==> src/crtu_pkg.sv <==
// ----------------------------------------------------------------------------
// crtu_pkg
// Shared types and constants for the CMOS clock snapshot to Unix seconds
// pipeline: stage payload structs, status B bits and the month offset table.
// ----------------------------------------------------------------------------
package crtu_pkg;

  // status B bits
  localparam int unsigned SB_BINARY_BIT = 2;
  localparam int unsigned SB_24H_BIT    = 1;

  // hour register PM flag
  localparam int unsigned HOUR_PM_BIT   = 7;

  // Field limits
  localparam logic [7:0] MAX_SEC   = 8'd60;
  localparam logic [7:0] MAX_MIN   = 8'd59;
  localparam logic [6:0] MAX_HOUR  = 7'd23;
  localparam logic [7:0] MAX_DAY   = 8'd31;
  localparam logic [7:0] MAX_MONTH = 8'd12;
  localparam logic [6:0] NOON_HOUR = 7'd12;

  // Century window and fallback year
  localparam logic [7:0] CENT_LO       = 8'd19;
  localparam logic [7:0] CENT_HI       = 8'd21;
  localparam logic [7:0] YEAR_PIVOT    = 8'd70;
  localparam logic [7:0] FALLBACK_YEAR = 8'd70;

  // Years are counted from 1600 (a multiple of 400) inside the pipeline.
  localparam logic [11:0] YEAR_BASE  = 12'd1600;
  // Day number of the epoch in the 1600-based count: 719468 - 365*1600 - 388.
  localparam logic [19:0] EPOCH_DAYS = 20'd135080;
  localparam logic [33:0] SEC_PER_DAY = 34'd86400;

  // Decoded and range-checked fields
  typedef struct packed {
    logic [5:0] sec;
    logic [5:0] min;
    logic [4:0] hour;
    logic [4:0] day;
    logic [3:0] mon;
    logic [7:0] year;
    logic [7:0] cent;
    logic       bad;
  } crtu_fields_t;

  // Shifted year, day of the March-based year and time of day
  typedef struct packed {
    logic [9:0]  yr;
    logic [8:0]  doy;
    logic [16:0] tod;
    logic        bad;
  } crtu_cal_t;

  // Days since epoch, clamped at zero, and time of day
  typedef struct packed {
    logic [17:0] days;
    logic [16:0] tod;
    logic        bad;
  } crtu_days_t;

  // Days before the first of each month of a year that starts in March.
  function automatic logic [8:0] month_offset(input logic [3:0] mp);
    logic [8:0] off;
    case (mp)
      4'd0:    off = 9'd0;
      4'd1:    off = 9'd31;
      4'd2:    off = 9'd61;
      4'd3:    off = 9'd92;
      4'd4:    off = 9'd122;
      4'd5:    off = 9'd153;
      4'd6:    off = 9'd184;
      4'd7:    off = 9'd214;
      4'd8:    off = 9'd245;
      4'd9:    off = 9'd275;
      4'd10:   off = 9'd306;
      4'd11:   off = 9'd337;
      default: off = 9'd0;
    endcase
    return off;
  endfunction

  // Packed BCD byte to binary, nibbles taken as they are.
  function automatic logic [7:0] bcd_to_bin(input logic [7:0] v);
    return 8'(v[3:0]) + {1'b0, v[7:4], 3'b000} + {3'b000, v[7:4], 1'b0};
  endfunction

endpackage

==> src/crtu_decode.sv <==
// ----------------------------------------------------------------------------
// crtu_decode
// Stage 1: BCD decode, 12/24-hour conversion, range check and epoch fallback.
// ----------------------------------------------------------------------------
module crtu_decode (
  input  logic                  clk,
  input  logic                  rst_n,
  input  logic                  valid_i,
  output logic                  ready_o,
  input  logic [7:0]            sec_raw,
  input  logic [7:0]            min_raw,
  input  logic [7:0]            hour_raw,
  input  logic [7:0]            day_raw,
  input  logic [7:0]            month_raw,
  input  logic [7:0]            year_raw,
  input  logic [7:0]            century_raw,
  input  logic [7:0]            status_b,
  output logic                  valid_o,
  input  logic                  ready_i,
  output crtu_pkg::crtu_fields_t data_o
);

  logic                   valid_r;
  crtu_pkg::crtu_fields_t data_r;
  crtu_pkg::crtu_fields_t data_nxt;

  logic       binary;
  logic       h24;
  logic       pm;
  logic [7:0] sec_d;
  logic [7:0] min_d;
  logic [7:0] day_d;
  logic [7:0] mon_d;
  logic [7:0] year_d;
  logic [7:0] cent_d;
  logic [6:0] hour_d;
  logic [6:0] hour_c;
  logic       bad12;
  logic       bad;

  always_comb begin
    binary = status_b[crtu_pkg::SB_BINARY_BIT];
    h24    = status_b[crtu_pkg::SB_24H_BIT];
    pm     = hour_raw[crtu_pkg::HOUR_PM_BIT];

    if (!binary) begin
      sec_d  = crtu_pkg::bcd_to_bin(sec_raw);
      min_d  = crtu_pkg::bcd_to_bin(min_raw);
      day_d  = crtu_pkg::bcd_to_bin(day_raw);
      mon_d  = crtu_pkg::bcd_to_bin(month_raw);
      year_d = crtu_pkg::bcd_to_bin(year_raw);
      cent_d = crtu_pkg::bcd_to_bin(century_raw);
      // tens digit of the hour is bits 6..4 only
      hour_d = 7'(hour_raw[3:0]) + {1'b0, hour_raw[6:4], 3'b000} + {3'b000, hour_raw[6:4], 1'b0};
    end else begin
      sec_d  = sec_raw;
      min_d  = min_raw;
      day_d  = day_raw;
      mon_d  = month_raw;
      year_d = year_raw;
      cent_d = century_raw;
      hour_d = hour_raw[6:0];
    end

    bad12  = 1'b0;
    hour_c = hour_d;
    if (!h24) begin
      if (hour_d == 7'd0 || hour_d > crtu_pkg::NOON_HOUR) begin
        bad12 = 1'b1;
      end else begin
        // 12 AM maps to 0, 12 PM stays 12
        hour_c = ((hour_d == crtu_pkg::NOON_HOUR) ? 7'd0 : hour_d)
               + (pm ? crtu_pkg::NOON_HOUR : 7'd0);
      end
    end

    bad = bad12 || mon_d == 8'd0 || mon_d > crtu_pkg::MAX_MONTH ||
          day_d == 8'd0 || day_d > crtu_pkg::MAX_DAY ||
          hour_c > crtu_pkg::MAX_HOUR || min_d > crtu_pkg::MAX_MIN ||
          sec_d > crtu_pkg::MAX_SEC;

    if (bad) begin
      data_nxt.sec  = 6'd0;
      data_nxt.min  = 6'd0;
      data_nxt.hour = 5'd0;
      data_nxt.day  = 5'd1;
      data_nxt.mon  = 4'd1;
      data_nxt.year = crtu_pkg::FALLBACK_YEAR;
      data_nxt.cent = 8'd0;
    end else begin
      data_nxt.sec  = sec_d[5:0];
      data_nxt.min  = min_d[5:0];
      data_nxt.hour = hour_c[4:0];
      data_nxt.day  = day_d[4:0];
      data_nxt.mon  = mon_d[3:0];
      data_nxt.year = year_d;
      data_nxt.cent = cent_d;
    end
    data_nxt.bad = bad;
  end

  assign ready_o = !valid_r || ready_i;

  always_ff @(posedge clk) begin
    if (!rst_n) begin
      valid_r <= 1'b0;
    end else if (ready_o) begin
      valid_r <= valid_i;
    end
  end

  always_ff @(posedge clk) begin
    if (ready_o && valid_i) begin
      data_r <= data_nxt;
    end
  end

  assign valid_o = valid_r;
  assign data_o  = data_r;

endmodule

==> src/crtu_calendar.sv <==
// ----------------------------------------------------------------------------
// crtu_calendar
// Stage 2: full year, March-based year and day of year, and time of day.
// ----------------------------------------------------------------------------
module crtu_calendar (
  input  logic                   clk,
  input  logic                   rst_n,
  input  logic                   valid_i,
  output logic                   ready_o,
  input  crtu_pkg::crtu_fields_t data_i,
  output logic                   valid_o,
  input  logic                   ready_i,
  output crtu_pkg::crtu_cal_t    data_o
);

  logic                 valid_r;
  crtu_pkg::crtu_cal_t  data_r;
  crtu_pkg::crtu_cal_t  data_nxt;

  logic [11:0] full_year;
  logic [11:0] yr_wide;
  logic        early;
  logic [3:0]  mp;

  always_comb begin
    if (data_i.cent >= crtu_pkg::CENT_LO && data_i.cent <= crtu_pkg::CENT_HI) begin
      case (data_i.cent)
        crtu_pkg::CENT_LO: full_year = 12'd1900 + 12'(data_i.year);
        crtu_pkg::CENT_HI: full_year = 12'd2100 + 12'(data_i.year);
        default:           full_year = 12'd2000 + 12'(data_i.year);
      endcase
    end else if (data_i.year < crtu_pkg::YEAR_PIVOT) begin
      full_year = 12'd2000 + 12'(data_i.year);
    end else begin
      full_year = 12'd1900 + 12'(data_i.year);
    end

    // January and February count with the previous year
    early   = (data_i.mon <= 4'd2);
    yr_wide = full_year - crtu_pkg::YEAR_BASE - 12'(early);
    mp      = early ? (data_i.mon + 4'd9) : (data_i.mon - 4'd3);

    data_nxt.yr  = yr_wide[9:0];
    data_nxt.doy = crtu_pkg::month_offset(mp) + 9'(data_i.day) - 9'd1;
    data_nxt.tod = 17'(data_i.hour) * 17'd3600 + 17'(data_i.min) * 17'd60
                 + 17'(data_i.sec);
    data_nxt.bad = data_i.bad;
  end

  assign ready_o = !valid_r || ready_i;

  always_ff @(posedge clk) begin
    if (!rst_n) begin
      valid_r <= 1'b0;
    end else if (ready_o) begin
      valid_r <= valid_i;
    end
  end

  always_ff @(posedge clk) begin
    if (ready_o && valid_i) begin
      data_r <= data_nxt;
    end
  end

  assign valid_o = valid_r;
  assign data_o  = data_r;

endmodule

==> src/crtu_daycount.sv <==
// ----------------------------------------------------------------------------
// crtu_daycount
// Stage 3: Gregorian day count since the epoch, clamped at zero.
// ----------------------------------------------------------------------------
module crtu_daycount (
  input  logic                clk,
  input  logic                rst_n,
  input  logic                valid_i,
  output logic                ready_o,
  input  crtu_pkg::crtu_cal_t data_i,
  output logic                valid_o,
  input  logic                ready_i,
  output crtu_pkg::crtu_days_t data_o
);

  logic                 valid_r;
  crtu_pkg::crtu_days_t data_r;
  crtu_pkg::crtu_days_t data_nxt;

  logic [14:0] yr_x41;
  logic [2:0]  cent_cnt;
  logic        ge400;
  logic [19:0] day_sum;
  logic [19:0] day_rel;

  always_comb begin
    // yr / 100 via 41/4096, exact for yr below 800
    yr_x41   = 15'(data_i.yr) * 15'd41;
    cent_cnt = yr_x41[14:12];
    ge400    = (data_i.yr >= 10'd400);
    day_sum  = 20'(data_i.yr) * 20'd365 + 20'(data_i.yr[9:2]) + 20'(ge400)
             + 20'(data_i.doy) - 20'(cent_cnt);
    day_rel  = day_sum - crtu_pkg::EPOCH_DAYS;

    // before the epoch the result saturates to zero
    if (day_sum < crtu_pkg::EPOCH_DAYS) begin
      data_nxt.days = 18'd0;
      data_nxt.tod  = 17'd0;
    end else begin
      data_nxt.days = day_rel[17:0];
      data_nxt.tod  = data_i.tod;
    end
    data_nxt.bad = data_i.bad;
  end

  assign ready_o = !valid_r || ready_i;

  always_ff @(posedge clk) begin
    if (!rst_n) begin
      valid_r <= 1'b0;
    end else if (ready_o) begin
      valid_r <= valid_i;
    end
  end

  always_ff @(posedge clk) begin
    if (ready_o && valid_i) begin
      data_r <= data_nxt;
    end
  end

  assign valid_o = valid_r;
  assign data_o  = data_r;

endmodule

==> src/crtu_scale.sv <==
// ----------------------------------------------------------------------------
// crtu_scale
// Stage 4: days times 86400 plus time of day into the output register.
// ----------------------------------------------------------------------------
module crtu_scale (
  input  logic                 clk,
  input  logic                 rst_n,
  input  logic                 valid_i,
  output logic                 ready_o,
  input  crtu_pkg::crtu_days_t data_i,
  output logic                 valid_o,
  input  logic                 ready_i,
  output logic [33:0]          unix_seconds,
  output logic                 fell_back
);

  logic        valid_r;
  logic [33:0] secs_r;
  logic [33:0] secs_nxt;
  logic        bad_r;

  assign secs_nxt = 34'(data_i.days) * crtu_pkg::SEC_PER_DAY + 34'(data_i.tod);
  assign ready_o  = !valid_r || ready_i;

  always_ff @(posedge clk) begin
    if (!rst_n) begin
      valid_r <= 1'b0;
    end else if (ready_o) begin
      valid_r <= valid_i;
    end
  end

  always_ff @(posedge clk) begin
    if (ready_o && valid_i) begin
      secs_r <= secs_nxt;
      bad_r  <= data_i.bad;
    end
  end

  assign valid_o      = valid_r;
  assign unix_seconds = secs_r;
  assign fell_back    = bad_r;

endmodule

==> src/cmos_rtc_to_unix_seconds.sv <==
// ----------------------------------------------------------------------------
// cmos_rtc_to_unix_seconds
// Converts one snapshot of CMOS clock registers into Unix seconds.
// ----------------------------------------------------------------------------
// Four-stage register pipeline: decode and range check, calendar fields, day
// count, then the multiply by 86400 into the output register. One snapshot
// can be taken every cycle while out_ready stays high. Every stage holds its own
// valid bit and accepts new data when empty or when the stage below moves,
// so a stalled output still lets bubbles in the pipeline fill. Out-of-range
// fields give 0 with out_fell_back set; dates before 1970 give 0 without it.
module cmos_rtc_to_unix_seconds (
  input  logic        clk,
  input  logic        rst_n,
  input  logic        in_valid,
  output logic        in_ready,
  input  logic [7:0]  in_sec_raw,
  input  logic [7:0]  in_min_raw,
  input  logic [7:0]  in_hour_raw,
  input  logic [7:0]  in_day_raw,
  input  logic [7:0]  in_month_raw,
  input  logic [7:0]  in_year_raw,
  input  logic [7:0]  in_century_raw,
  input  logic [7:0]  in_status_b,
  output logic        out_valid,
  input  logic        out_ready,
  output logic [33:0] out_unix_seconds,
  output logic        out_fell_back
);

  logic                   s1_valid;
  logic                   s1_ready;
  crtu_pkg::crtu_fields_t s1_data;
  logic                   s2_valid;
  logic                   s2_ready;
  crtu_pkg::crtu_cal_t    s2_data;
  logic                   s3_valid;
  logic                   s3_ready;
  crtu_pkg::crtu_days_t   s3_data;

  crtu_decode u_decode (
    .clk         (clk),
    .rst_n       (rst_n),
    .valid_i     (in_valid),
    .ready_o     (in_ready),
    .sec_raw     (in_sec_raw),
    .min_raw     (in_min_raw),
    .hour_raw    (in_hour_raw),
    .day_raw     (in_day_raw),
    .month_raw   (in_month_raw),
    .year_raw    (in_year_raw),
    .century_raw (in_century_raw),
    .status_b    (in_status_b),
    .valid_o     (s1_valid),
    .ready_i     (s1_ready),
    .data_o      (s1_data)
  );

  crtu_calendar u_calendar (
    .clk     (clk),
    .rst_n   (rst_n),
    .valid_i (s1_valid),
    .ready_o (s1_ready),
    .data_i  (s1_data),
    .valid_o (s2_valid),
    .ready_i (s2_ready),
    .data_o  (s2_data)
  );

  crtu_daycount u_daycount (
    .clk     (clk),
    .rst_n   (rst_n),
    .valid_i (s2_valid),
    .ready_o (s2_ready),
    .data_i  (s2_data),
    .valid_o (s3_valid),
    .ready_i (s3_ready),
    .data_o  (s3_data)
  );

  crtu_scale u_scale (
    .clk          (clk),
    .rst_n        (rst_n),
    .valid_i      (s3_valid),
    .ready_o      (s3_ready),
    .data_i       (s3_data),
    .valid_o      (out_valid),
    .ready_i      (out_ready),
    .unix_seconds (out_unix_seconds),
    .fell_back    (out_fell_back)
  );

endmodule

==> config.mk <==
export PLATFORM = sky130hd
export DESIGN_NAME = cmos_rtc_to_unix_seconds
export DESIGN_NICKNAME = d
export VERILOG_FILES = /design/src/crtu_pkg.sv /design/src/crtu_decode.sv /design/src/crtu_calendar.sv /design/src/crtu_daycount.sv /design/src/crtu_scale.sv /design/src/cmos_rtc_to_unix_seconds.sv
export SDC_FILE = /design/constraint.sdc
export NUM_CORES = 1
export LEC_CHECK = 0
export BUFFER_PORTS_ARGS = -buffer_cell sky130_fd_sc_hd__buf_4
export CAP_MARGIN = 15
export CORE_MARGIN = 2
export CORE_UTILIZATION = 50
export DETAILED_ROUTE_END_ITERATION = 12
export MAX_ROUTING_LAYER = met4
export PLACE_DENSITY = 0.66
export SKIP_LAST_GASP = 1
export SYNTH_ARGS = -nofsm -noshare
export SYNTH_HDL_FRONTEND = slang
export SYNTH_HIERARCHICAL = 1
export SYNTH_SLANG_ARGS = --single-unit
==> constraint.sdc <==
create_clock -name clk -period 18.5 [get_ports clk]
set_input_delay 1.85 -clock clk [delete_from_list [all_inputs] [get_ports clk]]
set_output_delay 1.85 -clock clk [all_outputs]
set_load 0.005 [all_outputs]
==> metrics, run 1 <==
core region area 0.0364 mm2; CP bufs+invs 7; Top delay family on crit path adder cells; Die Span Y 196 um; nature of the critical path startpoint flip-flop; fraction of layout cells with a size suffix above 1 10.3%; leading post-synthesis cells by cell area edfxtp_1 25%, ha_1 22%, fa_1 14%, inv_1 5.9%, xnor2_1 4.0%; DR iter-0 viols approximately 470; Critical Path RT 18.69 ns; cts bufs inserted 17; Final Setup Violations 0; Seq. cell area 0.00461 mm2; post-route ant nets 0; Initial DRT Pass Iterations 5; vias approximately 13000; total gr overflow 0; Die Wd a little under 200 um; htree depth 4; Area Growth Syn to Fin 9.31%; max-slew violation count 0; maximum clock frequency roughly 120 MHz; top-area cell type share of the netlist area between 20% and 30%; final hold viol count 0; area leader, netlist edfxtp_1; worst hold path type reg -> reg; syn_area_per_cell 10.2 um2; synth unique cells 98; Most common cell on crit path inv_1; RSZ-0062 raised after global routing no; top cells by count, synth 328 x ha_1, 290 x inv_1, 151 x edfxtp_1; Clock Tree Buf Depth 2; hold_sp u_daycount/data_o[0]; I/O Buffers 98; synthesized cell area approximately 0.018 mm2; yosys warns 6; Clock Latency Late Sink 0.44 ns; busiest grt layer met2; cell with the most instances after synthesis ha_1; Max Cap Viol 0; Reg clk slew, reported paths 0.08 ns; CP Max Fanout 35; CTS tree yes; syn nets ~2300; FF+latch count, synth 155; Max-slew headroom 34.8%; cts hold-fix bufs 0; Final Critical Period 8.65 ns; CTS Root Cell clkbuf_16; Total Neg Setup Slack 0 ns; status complete, no violations; Post-synth ARST share 0%; vias in the first global route 12900; final wirelength 34.6 mm; DRC violations left 0; share of the yosys chip area belonging to registers 25.0%; Worst R2R Start u_calendar/data_o[30]; area occupied by multi-input gates 0.0125 mm2; nets@finish 2422; met2 usage around a third; fillers 3197; crit path max-delay cell type edfxtp_1; CTS Sinks 155; Vias per Instance 5.38; M3 GR Usage about 2.7%; Critical Path Max Stage Delay 0.66 ns; Post-synth EDFFs 151; critical path data arrival time just under 9 ns; Starting Density roughly half; critical path class reg -> reg; top_reg_cell synth edfxtp_1; clk_skew 0.0124 ns; PostCTS Resize Cnt 0; CP Capture Type flip-flop; Post-Synthesis Cells 1810; M1 GR Usage 24.8%; gpl congestion ~0.91; GRT Total Usage between 10% and 20%; Ant. Diodes 0; Site Rows 70; critical path startpoint u_calendar/data_o[30]; global-route wire length before repair 59.6 mm; Worst-Margin Slew 0.978 ns; postcts setup bufs 0; detailed placement HPWL approximately 29 mm; routed wire length per instance roughly 15 um; largest net degree at the start of global routing 61; initial antenna violation count 0; Reg2Reg Setup Slack 9.85 ns; period utilization 46.8%; Top-Level Pins 105; die footprint approximately 0.038 mm2
-- worst paths after layout --
check / endpoint / cells past startpoint
worst max-delay path: u_daycount/data_o[34] / 32
worst min-delay path: u_scale/fell_back / 0
worst max register to register: u_daycount/data_o[34] / 32
worst min register to register: u_scale/fell_back / 0
-- placed cells by master (no fill, tap or decap), types with 16 or more instances in the layout --
| cell | netlist | final |
|---|---|---|
| ha_1 | 328 | 328 |
| inv_1 | 290 | 290 |
| edfxtp_1 | 151 | 151 |
| fa_1 | 129 | 129 |
| buf_4 | 3 | 101 |
| nor2_1 | 90 | 90 |
| xnor2_1 | 84 | 84 |
| a21oi_1 | 83 | 83 |
| nand2_1 | 75 | 75 |
| o21ai_0 | 45 | 45 |
| nor2b_1 | 42 | 42 |
| xor2_1 | 41 | 41 |
| a21o_1 | 33 | 33 |
| nand3_1 | 24 | 24 |
| nor3_1 | 25 | 24 |
| nor4_2 | 21 | 21 |
| clkbuf_16 | 0 | 17 |
| and3_1 | 16 | 16 |
| nor4_1 | 16 | 16 |
-- layout make-up --
type | instances | area share, %
clock buffer | 17 | 2.11
clock inverter | 15 | 0.652
inverter | 293 | 5.46
multi-input combinational | 1329 | 62.2
sequential | 155 | 22.9
tap | 468 | 2.91
timing repair buffer | 101 | 3.76
-- cell families after synthesis --
group	Yosys count	synth area share [%]
buf+inv	326	7.03
compound gates	310	11.4
simple gates	414	12.9
xor+xnor	127	6.18
fa+ha+maj	457	36.3
mux	21	1.18
flops	155	25.0
-- per-layer routing --
metal,wire [um],part of all wire [%]
met2,16700,48
met5,0,0
met1,16400,47
met4,485,1.4
met3,1010,2.9
-- worst register-to-register path, delay by kind of cell, from the launching register on --
kind	cells	cell delay [ns]
buffers and inverters	7	0.37
adders and majority gates	10	3.48
DFF	1	0.66
xor gates and xnor gates	1	0.19
and+or+nand+nor	4	0.95
AOI/OAI and AO/OA	10	2.76
-- registers in the layout, summed over array words and instances (netlist names) --
signal	flops
u_calendar/data_o	37
u_daycount/valid_o	1
u_scale/fell_back	1
u_daycount/data_o	36
u_decode/valid_o	1
u_scale/unix_seconds	34
u_scale/valid_o	1
u_decode/data_o	43
u_calendar/valid_o	1
-- through the flow --
step | hold WS [ns] | worst slack [ns] | std cells | util, % | area, um2
3_5_place_dp | 0.405 | 9.80 | 2346 | 53.8 | 19600
5_1_grt | 0.424 | 9.19 | 2378 | 55.3 | 20100
3_3_place_gp | 0.402 | 9.97 | 2346 | 53.8 | 19600
6_report | 0.417 | 9.85 | 2378 | 55.3 | 20100
2_1_floorplan | 0.400 | 10.96 | 1810 | - | 18400
4_1_cts | 0.418 | 9.79 | 2378 | 55.3 | 20100
Power of run 1 is not shown: default switching activity piles up to over one toggle a cycle in this logic, so the estimate is an artifact.
==> run 2: changes to the inputs <==
Settings changed: ABC_AREA from default to 1.
Clock period 18.5 ns to 8.8 ns, I/O delays scaled along.
==> metrics, run 2 <==
share of the yosys chip area belonging to registers 23.1%; Ant. Diodes 0; hold_sp u_decode/data_o[37]; Clock Latency Late Sink 0.45 ns; top cells by count, synth 519 x inv_1, 505 x nand2_1, 328 x ha_1; CTS tree yes; critical path data arrival time 7.82 ns; period utilization 86.8%; I/O Buffers 98; die footprint 0.0415 mm2; post-route ant nets 0; Critical Path RT 8.98 ns; Final Worst Setup Slack 1.16 ns; postcts setup bufs 0; Final Critical Period about 7.6 ns; worst hold path type reg -> reg; Area Growth Syn to Fin 9.46%; cts hold-fix bufs 0; clk_skew between 0.015 and 0.02 ns; GRT Total Usage 20.6%; cell with the most instances after synthesis inv_1; detailed placement HPWL 33.9 mm; Max-slew headroom 38.5%; Clock Tree Buf Depth 2; CTS Root Cell clkbuf_16; commonest non-fill, non-tap cell in the layout inv_1; Starting Density roughly half; top-area cell type share of the netlist area 22.7%; nets@finish ~3000; Reg clk slew, reported paths 0.07 ns; status complete, no violations; most frequent cells in the layout 519 x inv_1, 505 x nand2_1, 328 x ha_1, 151 x edfxtp_1, 129 x fa_1; global-route wire length before repair 67.8 mm; vias in the first global route around 15000; Hold EP u_calendar/data_o[1]; leading post-synthesis cells by cell area edfxtp_1 23%, ha_1 21%, fa_1 13%, inv_1 9.8%, nand2_1 9.5%; Worst-Margin Slew between 0.9 and 1 ns; Initial DRT Pass Iterations 5; cts bufs inserted 17; FF+latch count, synth between 150 and 200; Post-Synthesis Cells 2385; Vias per Instance around 4.9; yosys warns 6; Top-Level Pins roughly 110; r2r worst-path depth 38; Die Wd 204 um; max reg flops 43; Worst R2R Start u_calendar/data_o[30]; nature of the critical path startpoint flip-flop; core region area between 0.03 and 0.04 mm2; PostCTS Resize Cnt 0; Post-synth EDFFs roughly 150; crit path max-delay cell type edfxtp_1; CP Max Fanout 19; vias 14900; pre-CTS setup slack 1.12 ns; Die Span Y around 200 um; Critical Path Max Stage Delay 0.65 ns; fraction of layout cells with a size suffix above 1 12.9%; initial antenna violation count 0; top_reg_cell synth edfxtp_1; max-slew violation count 0; DRC violations left 0; Max Cap Viol 0; DR iter-0 viols 582; Final Setup Violations 0; critical path class reg -> reg; Total Neg Setup Slack 0 ns; area leader, netlist edfxtp_1; final hold viol count 0; total gr overflow 0; Site Rows between 70 and 80; CTS Sinks 155; syn nets 2910; largest net degree at the start of global routing 44; Post-synth ARST share 0%; Most common cell on crit path nand2_1; htree depth 4; synth unique cells between 50 and 60; CP Capture Type flip-flop; syn_area_per_cell 8.36 um2; routed wire length per instance 13.0 um; worst r2r dst u_daycount/data_o[17]; Reg2Reg Setup Slack 1.16 ns; hold path depth 0; final wirelength 39.3 mm; synthesized cell area 0.0199 mm2; gpl congestion slightly above 0.9; RSZ-0062 raised after global routing no; maximum clock frequency 131 MHz
==> run 2: critical path: cells and delay by family (launching register included) <==
family / cells / cell delay, ns
AND/OR/NAND/NOR: 16 / 1.52
adder cells (fa/ha/maj): 10 / 3.46
buffers and inverters: 9 / 0.87
flip-flops: 1 / 0.65
XOR/XNOR: 1 / 0.13
AO/OA/AOI/OAI: 2 / 0.73
==> run 2: kinds of logic after synthesis <==
kind of cell	synth area share, %
compound gates	7.19
xor+xnor	3.86
fa+ha+maj	33.5
buf+inv	11.1
flops	23.1
mux	0.502
simple gates	20.7
==> run 2: through the flow <==
stage / cells / instance area (um2) / hold slack (ns) / utilization (%)
global route: 3028 / 21800 / 0.437 / 55.2
detailed placement: 2994 / 21200 / 0.405 / 53.7
floorplan: 2385 / 19900 / 0.400 / -
finish: 3028 / 21800 / 0.420 / 55.2
CTS: 3026 / 21800 / 0.420 / 55.1
global placement: 2994 / 21200 / 0.405 / 53.7
==> run 2: routing by layer <==
metal / track usage [%] / routed length [um] / vias up
met5: - / 0 / -
met4: 6.31 / 816 / 0
met3: 2.29 / 958 / 46
met2: 37.0 / 20100 / 196
met1: 24.1 / 17400 / 6855
li1: - / - / 7787
==> run 2: layout make-up <==
class                   count  area [um2]
clock buffers              18         429
clock inverters            14         130
fillers                  3690       17700
inverters                 538        2020
multi-input cells        1674       13200
flip-flops and latches    155        4610
well taps                 525         657
repair buffers            104         806
==> run 2: worst max-delay path by stage <==
stage / endpoint / start
final: u_daycount/data_o[17] / u_calendar/data_o[30]
after global routing: u_daycount/data_o[17] / u_calendar/data_o[30]
after CTS: u_daycount/data_o[17] / u_calendar/data_o[30]
after detailed placement: u_daycount/data_o[17] / u_calendar/data_o[30]
after global placement: u_daycount/data_o[17] / u_calendar/data_o[30]
after floorplan: u_daycount/data_o[25] / u_calendar/data_o[30]
Power of run 2 is left out for the same reason.
==> run 3: changes to the inputs <==
Settings changed: PLACE_DENSITY 0.66 to 0.67.
==> metrics, run 3 (same netlist as run 2, synthesis figures left out) <==
status complete, no violations; post-route ant nets 0; CP Max Fanout 33; most frequent cells in the layout 519 x inv_1, 505 x nand2_1, 328 x ha_1, 151 x edfxtp_1, 129 x fa_1; Starting Density between 50 and 60%; DR iter-0 viols 609; CTS tree yes; Final Critical Period 7.40 ns; nets@finish between 3000 and 4000; final hold viol count 0; Clock Latency Late Sink 0.45 ns; die footprint 0.0415 mm2; Non-Filler Instances 3026; Worst-Margin Slew 1.09 ns; Die Wd 204 um; Reg clk slew, reported paths around 0.07 ns; CTS Sinks ~160; postcts setup bufs 0; Initial DRT Pass Iterations 5; Ant. Diodes 0; core region area ~0.040 mm2; fraction of layout cells with a size suffix above 1 12.8%; CP Capture Type flip-flop; maximum clock frequency 135 MHz; vias 14900; detailed placement HPWL 34.2 mm; final wirelength ~40 mm; Die Span Y ~200 um; final instance area 0.0218 mm2; vias in the first global route 15000; Total Neg Setup Slack 0 ns; nature of the critical path startpoint flip-flop; critical path data arrival time ~7.6 ns; Vias per Instance 4.93; RSZ-0062 raised after global routing no; fillers 3608; critical path class reg -> reg; Final Setup Violations 0; period utilization 84.1%; r2r worst-path depth 40; hold path depth 0; Clock Tree Buf Depth 2; PostCTS Resize Cnt 0; CTS Root Cell clkbuf_16; cts hold-fix bufs 0; worst hold path type reg -> reg; Max Cap Viol 0; initial antenna violation count 0; crit path max-delay cell type edfxtp_1; I/O Buffers 98; cts bufs inserted 17; Top-Level Pins 105; gpl congestion 0.910; htree depth 4; Area Growth Syn to Fin 9.54%; dpl cells 2993; Site Rows 73; max-slew violation count 0; global-route wire length before repair 68.2 mm; max reg flops 43; clk_skew between 0.015 and 0.02 ns; routed wire length per instance around 13 um; total gr overflow 0; Most common cell on crit path nand2_1; largest net degree at the start of global routing 44; Cell Area, Placed 0.0212 mm2; DRC violations left 0; Max-slew headroom 27.0%; commonest non-fill, non-tap cell in the layout inv_1; Critical Path RT 9.00 ns; GRT Total Usage 20.8%; Critical Path Max Stage Delay approximately 0.66 ns
==> run 3: per-layer routing <==
metal / vias up / global-route usage [%] / wire [um]
met5: - / - / 0
met4: 0 / 5.27 / 654
met3: 43 / 2.43 / 1010
met2: 188 / 38.3 / 20700
met1: 6896 / 23.9 / 17500
li1: 7789 / - / -
==> run 3: area by class of cell <==
class / count / area, um2 / share of cell area, %
Clock buffer: 18 / 429 / 1.97
Multi-Input combinational cell: 1674 / 13200 / 60.3
Tap cell: 525 / 657 / 3.01
Sequential cell: 155 / 4610 / 21.1
Timing Repair Buffer: 102 / 778 / 3.56
Clock inverter: 14 / 174 / 0.796
Inverter: 538 / 2020 / 9.26
==> run 3: worst paths after layout <==
| kind | start | end | slack (ns) |
|---|---|---|---|
| worst max-delay path | u_calendar/data_o[30] | u_daycount/data_o[32] | 1.40 |
| worst min-delay path | u_daycount/data_o[0] | u_scale/fell_back | 0.41 |
| worst max register to register | u_calendar/data_o[30] | u_daycount/data_o[32] | 1.40 |
| worst min register to register | u_daycount/data_o[0] | u_scale/fell_back | 0.41 |
==> run 3: metrics by stage <==
stage	util (%)	hold slack (ns)	setup WS, ns
floorplan	-	0.400	2.41
global placement	53.6	0.401	1.51
detailed placement	53.6	0.405	1.38
CTS	55.2	0.412	1.37
global route	55.2	0.417	0.907
finish	55.2	0.413	1.40
==> run 3: critical path: cells and delay by family (launching register included) <==
kind            cells  cell delay, ns
fa+ha+maj          10            3.47
simple gates       18            1.74
buf+inv            10            1.04
flops               1            0.66
xor+xnor            1            0.13
compound gates      1            0.11
Power of run 3 is left out for the same reason.
